### config.mk
export PLATFORM = sky130hd
export DESIGN_NAME = text_console_line_assembler
export DESIGN_NICKNAME = d
export VERILOG_FILES = /design/src/rtl/tcla_pkg.sv /design/src/rtl/tcla_ram.sv /design/src/rtl/text_console_line_assembler.sv
export SDC_FILE = /design/constraint.sdc
export NUM_CORES = 1
export LEC_CHECK = 0
export ABC_AREA = 1
export BUFFER_PORTS_ARGS = -buffer_cell sky130_fd_sc_hd__buf_2
export CAP_MARGIN = 20
export CORE_UTILIZATION = 30
export CTS_BUF_LIST = sky130_fd_sc_hd__clkbuf_8 sky130_fd_sc_hd__clkbuf_16
export DETAILED_ROUTE_END_ITERATION = 10
export SLEW_MARGIN = 10
export SYNTH_ARGS = -nofsm -noshare
export SYNTH_HDL_FRONTEND = slang
export SYNTH_SLANG_ARGS = --single-unit
### constraint.sdc
create_clock -name clk -period 7.6 [get_ports clk]
set_input_delay 2.28 -clock clk [delete_from_list [all_inputs] [get_ports clk]]
set_output_delay 2.28 -clock clk [all_outputs]
set_load 0.05 [all_outputs]
### src/rtl/tcla_pkg.sv
`timescale 1ns / 1ps

package tcla_pkg;

    // Line storage geometry.
    localparam int ADDR_W = 6;
    localparam int CNT_W  = ADDR_W + 1;
    localparam int DEPTH  = 1 << ADDR_W;

    // Longest line kept, and the value of the line length register after reset.
    localparam logic [CNT_W-1:0] LINE_CHARS_MAX = CNT_W'(DEPTH);
    localparam logic [CNT_W-1:0] CPL_RESET      = CNT_W'(DEPTH);

    // Line ending characters.
    localparam logic [7:0] CH_CR = 8'd13;
    localparam logic [7:0] CH_LF = 8'd10;

    typedef struct packed {
        logic [7:0] text_byte;
        logic       end_of_write;
    } in_item_t;

    typedef struct packed {
        logic [7:0]        out_char;
        logic [ADDR_W-1:0] column;
        logic              empty_line;
        logic              last_of_line;
    } out_item_t;

endpackage

### src/rtl/tcla_ram.sv
`timescale 1ns / 1ps

module tcla_ram #(
    parameter int WIDTH = 8,
    parameter int DEPTH = 64
) (
    input  logic                     clk,
    input  logic                     we,
    input  logic [$clog2(DEPTH)-1:0] waddr,
    input  logic [WIDTH-1:0]         wdata,
    input  logic                     re,
    input  logic [$clog2(DEPTH)-1:0] raddr,
    output logic [WIDTH-1:0]         rdata
);

    logic [WIDTH-1:0] mem [DEPTH];

    // One write port and one registered read port.
    always_ff @(posedge clk)
    begin
        if (we)
        begin
            mem[waddr] <= wdata;
        end
        if (re)
        begin
            rdata <= mem[raddr];
        end
    end

endmodule

### src/rtl/text_console_line_assembler.sv
`timescale 1ns / 1ps
// Ordinary bytes and swallowed LFs are accepted whenever no line is being emitted.
// A CR or LF commit reads each character from the line RAM and registers it as a result;
// each read waits for a free output register, bound by the interlocked line RAM read port.
// A committed line of n characters gives n results, or one empty-line result if n is 0.
// Reset is asynchronous and active low; it empties the line and sets the length to 64.
// The line RAM is not cleared: only entries already written are ever emitted.

module text_console_line_assembler
    import tcla_pkg::*;
(
    input  logic            clk,
    input  logic            rst_n,
    input  logic            in_valid,
    output logic            in_ready,
    input  in_item_t        in_data,
    output logic            out_valid,
    input  logic            out_ready,
    output out_item_t       out_data,
    input  logic            cfg_valid,
    output logic            cfg_ready,
    input  logic [CNT_W-1:0] cfg_data
);

    localparam logic ST_IDLE   = 1'b0;
    localparam logic ST_STREAM = 1'b1;

    logic              state_reg, state_next;
    logic [CNT_W-1:0]  fill_reg, fill_next;
    logic              cr_reg, cr_next;
    logic [CNT_W-1:0]  cpl_reg, cpl_next;
    logic [CNT_W-1:0]  len_reg, len_next;
    logic [ADDR_W-1:0] idx_reg, idx_next;
    logic              pend_reg, pend_next;
    logic              out_valid_reg, out_valid_next;
    out_item_t         out_item_reg, out_item_next;

    logic              in_fire;
    logic              out_free;
    logic              commit;
    logic              is_last;
    logic [CNT_W-1:0]  limit;
    logic              ram_we;
    logic              ram_re;
    logic [7:0]        ram_rdata;

    // Line characters live in the RAM, written at the fill position.
    tcla_ram #(
        .WIDTH (8),
        .DEPTH (DEPTH)
    ) u_line_ram (
        .clk   (clk),
        .we    (ram_we),
        .waddr (fill_reg[ADDR_W-1:0]),
        .wdata (in_data.text_byte),
        .re    (ram_re),
        .raddr (idx_reg),
        .rdata (ram_rdata)
    );

    assign in_ready  = (state_reg == ST_IDLE);
    assign cfg_ready = 1'b1;
    assign out_valid = out_valid_reg;
    assign out_data  = out_item_reg;

    assign in_fire  = in_valid && in_ready;
    assign out_free = !out_valid_reg || out_ready;
    assign limit    = (cpl_reg > LINE_CHARS_MAX) ? LINE_CHARS_MAX : cpl_reg;
    assign is_last  = (len_reg == '0) || ((CNT_W'(idx_reg) + CNT_W'(1)) == len_reg);

    // Length register writes, input decode, line filling, and the read-then-emit sequence of a commit.
    always_comb
    begin
        state_next     = state_reg;
        fill_next      = fill_reg;
        cr_next        = cr_reg;
        cpl_next       = cpl_reg;
        len_next       = len_reg;
        idx_next       = idx_reg;
        pend_next      = pend_reg;
        out_valid_next = out_valid_reg;
        out_item_next  = out_item_reg;
        commit         = 1'b0;
        ram_we         = 1'b0;
        ram_re         = 1'b0;

        if (cfg_valid && cfg_ready)
        begin
            cpl_next = cfg_data;
        end

        if (in_fire)
        begin
            cr_next = 1'b0;
            if (in_data.text_byte == CH_CR)
            begin
                cr_next = !in_data.end_of_write;
                commit  = 1'b1;
            end
            else if (in_data.text_byte == CH_LF)
            begin
                commit = !cr_reg;
            end
            else if (fill_reg < limit)
            begin
                ram_we    = 1'b1;
                fill_next = fill_reg + CNT_W'(1);
            end
        end

        if (commit)
        begin
            len_next   = fill_reg;
            fill_next  = '0;
            idx_next   = '0;
            state_next = ST_STREAM;
        end

        if (out_valid_reg && out_ready)
        begin
            out_valid_next = 1'b0;
        end

        // A read is issued only once the output register will be free for its data.
        if (state_reg == ST_STREAM)
        begin
            if (pend_reg)
            begin
                pend_next                  = 1'b0;
                out_valid_next             = 1'b1;
                out_item_next.out_char     = (len_reg == '0) ? 8'd0 : ram_rdata;
                out_item_next.column       = idx_reg;
                out_item_next.empty_line   = (len_reg == '0);
                out_item_next.last_of_line = is_last;
                if (is_last)
                begin
                    state_next = ST_IDLE;
                end
                else
                begin
                    idx_next = idx_reg + ADDR_W'(1);
                end
            end
            else if (out_free)
            begin
                ram_re    = 1'b1;
                pend_next = 1'b1;
            end
        end
    end

    // Control state.
    always_ff @(posedge clk or negedge rst_n)
    begin
        if (!rst_n)
        begin
            state_reg     <= ST_IDLE;
            fill_reg      <= '0;
            cr_reg        <= 1'b0;
            cpl_reg       <= CPL_RESET;
            len_reg       <= '0;
            idx_reg       <= '0;
            pend_reg      <= 1'b0;
            out_valid_reg <= 1'b0;
        end
        else
        begin
            state_reg     <= state_next;
            fill_reg      <= fill_next;
            cr_reg        <= cr_next;
            cpl_reg       <= cpl_next;
            len_reg       <= len_next;
            idx_reg       <= idx_next;
            pend_reg      <= pend_next;
            out_valid_reg <= out_valid_next;
        end
    end

    // Output payload.
    always_ff @(posedge clk)
    begin
        out_item_reg <= out_item_next;
    end

    // A pending read always finds the output register empty.
    assert property (@(posedge clk) disable iff (!rst_n) pend_reg |-> !out_valid_reg)
        else $error("line RAM data returned while output register full");

    // An empty-line result is always the final result of its line.
    assert property (@(posedge clk) disable iff (!rst_n)
        out_valid && out_data.empty_line |-> out_data.last_of_line)
        else $error("empty-line result not marked last");

    // A CR transfer always starts the emission of a line.
    assert property (@(posedge clk) disable iff (!rst_n)
        in_fire && (in_data.text_byte == CH_CR) |=> state_reg == ST_STREAM)
        else $error("CR did not commit the line");

    // While a line is emitted, the next line has been restarted empty.
    assert property (@(posedge clk) disable iff (!rst_n)
        state_reg == ST_STREAM |-> fill_reg == '0)
        else $error("line not restarted at commit");

endmodule

==> impl_metrics.py <==
metrics = {
    "sta": {
        "slew_headroom": 0.111,
        "final.min_clock_period_ns": 4.47,
        "slew_violations": 0,
        "setup_ws_ns": 3.13,
        "worst_pin_slew_ns": 1.33,
        "fin_tns_setup_ns": 0,
        "fmax_mhz": 224,
        "min_period_over_period": 0.589,
        "hold_violations": 0,
        "fin_skew_ns": 0.0223,
        "setup_violations": 0,
        "grt_setup_unrepaired": "false",
    },
    "pwr": {
        "ir_worst_vdd_uv": 194,
        "p_per_area_nw_per_um2": 345,
        "leakagePower_uw": 0.00959,
    },
    "outcome": {
        "status": "complete, no violations",
    },
    "finish": {
        "syn2layout_area_growth_pct": 12.8,
        "design_area_sq_um": 26600,
        "regMostFlops": "u_line_ram.mem",
        "largest_register_ffs": 512,
        "regArea_sq_um": 16900,
        "layout-drive-gt1-share": 0.0777,
        "layout.nets": 2130,
        "antennaDiodeCount": 0,
        "final-instance-count-excl-fill": 3189,
        "multi_input_area_sq_um": 5950,
        "n_fill_cell": 7678,
    },
    "route": {
        "wl_microns": 64200,
        "drc_errors": 0,
        "wl_per_cell_microns": 20.1,
        "ant_nets": 0,
        "num_vias": 15800,
        "drt-initial-drc-count": 1822,
        "vias_per_cell": 4.95,
        "first_pass_iters": 6,
    },
    "global_route": {
        "grt_pass1_wl_microns": 95200,
        "grtUsageTotal": 0.160,
        "overflow": 0,
        "grt_pass1_vias": 15300,
        "grt_max_degree": 262,
        "antenna_found_initial": 1,
    },
    "yosys": {
        "async_flop_share": 0.0547,
        "synth-seq-area-share": 0.715,
        "synth_nets": 2132,
        "synth.cell_area_sq_um": 23600,
        "syn_area_per_cell_sq_um": 11.2,
        "ys_top_cells_by_area": "edfxtp_1, nand2_1, nand3_1",
        "synth_edf_count": 536,
        "syn_inst": 2103,
        "ys.flop_type": "edfxtp_1",
        "synth_seq_cells": 567,
        "yosys.area.top_type_share": 0.682,
        "ys_warn_count": 0,
        "yosysTopAreaCell": "edfxtp_1",
        "synth_cell_type_count": 33,
    },
    "cts": {
        "cts-root-buf": "clkbuf_16",
        "clkTransAtPathRegs_ns": 0.06,
        "cts_tree": "yes",
        "post_cts_buffers": 0,
        "cts_buffers": 56,
        "clockBufferDepth": 3,
        "htreeDepth": 2,
        "clock_sinks": 567,
        "clk_latency_ns": 0.63,
        "cts_resized": 0,
        "hold_buffers": 0,
    },
    "setup_path": {
        "crit_required_ns": 7.85,
        "critPathCaptureType": "flip-flop",
        "worst-setup-path-type": "in2reg",
        "arrival_ns": 4.72,
        "cp_max_fo": 19,
        "start_kind": "input port",
    },
    "placement": {
        "dp_cells": 3083,
        "dpl_cell_area_sq_um": 24800,
        "portBuffers": 38,
        "post-place-ws_ns": 2.50,
        "dp_hpwl_microns": 38200,
        "routabilityCongestion": 0.888,
    },
    "floorplan": {
        "initial_utilization": 0.304,
        "coreArea_sq_um": 77600,
        "num_io_pins": 40,
        "dieArea_sq_um": 79800,
        "die_y_microns": 282,
        "die_w_microns": 282,
        "std_cell_rows": 102,
    },
    "min_path": {
        "hold_class": "reg2reg",
    },
    "run": {
        "drv_cap": 0,
    },
}
[routing by layer]
layer | part of all wire | GRT usage | routed length (microns) | up-vias
met1 | 0.42 | 0.214 | 26800 | 7674
met3 | 0.087 | 0.0335 | 5610 | 116
met2 | 0.46 | 0.255 | 29600 | 717
met5 | 0.00017 | 0 | 11 | -
met4 | 0.034 | 0.0602 | 2180 | 2
li1 | - | - | - | 7283
[cell type report]
| cell class | instances | area share |
|---|---|---|
| inverter | 59 | 0.00865 |
| timing repair buffer | 59 | 0.0148 |
| clock buffer | 57 | 0.0536 |
| clock inverter | 49 | 0.0166 |
| tap | 1040 | 0.0489 |
| sequential | 567 | 0.634 |
| multi-input combinational | 1358 | 0.224 |
[power breakdown]
group / internal [uW] / switching (uW) / total (uW)
Clock: 1610 / 1190 / 2800
Sequential: 3560 / 124 / 3690
Combinational: 682 / 2010 / 2690
Total: 5850 / 3330 / 9180
[cells in the final DEF (no fill, tap or decap), types with 4 or more instances in the layout]
master	netlist	routed
clkinv_1	4	13
inv_1	50	61
xor2_1	5	5
clkinvlp_4	0	4
nor3_1	4	4
bufinv_16	0	7
clkinv_2	1	13
nand2_2	4	4
clkbuf_16	0	57
o211ai_1	5	5
a21oi_1	5	5
nand2_1	674	674
nand3_1	436	436
mux2_2	4	4
o21ai_0	37	37
ha_1	8	8
buf_4	4	18
edfxtp_1	536	536
nand4_1	9	9
dfrtp_1	30	27
nor2_1	154	154
buf_2	73	38
[worst paths after layout]
kind	start	end	slack (ns)	depth (start not counted)
max in group asynchronous	rst_n	idx_reg[0]	5.34	1
worst min-delay path	cr_reg	cr_reg	0.51	2
worst min register to register	cr_reg	cr_reg	0.51	2
min in group asynchronous	rst_n	cpl_reg[4]	1.70	1
worst max register to register	idx_reg[1]	u_line_ram.rdata[7]	4.01	9
worst max-delay path	in_data[2]	u_line_ram.mem[13][3]	3.13	8
[cell usage after synthesis (all sizes together) (8+ instances only)]
master  number
edfxtp     536
buf         93
dfrtp       30
ha           8
nand2      678
nand3      439
o21ai       38
inv         54
nand4       10
nor2       155
clkbuf      26
[stage by stage]
stage | total power, uW | util | hold slack (ns)
after floorplan | 5430 | - | 0.420
after global placement | 6360 | 0.319 | 0.476
after detailed placement | 6400 | 0.319 | 0.475
after CTS | 9180 | 0.343 | 0.489
after global routing | 9570 | 0.343 | 0.517
final | 9180 | 0.343 | 0.506
[critical path: stages]
cell and delay (ns):
buf_2 0.25, nand3_1 0.46, nor2_1 0.17, inv_1 0.15, nand4_4 0.18, nor2_8 0.32
nand3_2 0.30, nor2_1 0.60
[kinds of logic after synthesis]
logic type      count (synthesis)  synth area share
other cells                     1          0.000159
buf+inv                       178            0.0329
fa+ha+maj                       8           0.00424
flops                         567             0.715
mux                             4           0.00191
simple gates                 1289             0.232
xor+xnor                        6           0.00223
compound gates                 50            0.0113
Note: power is estimated with default switching activity, not from simulation.
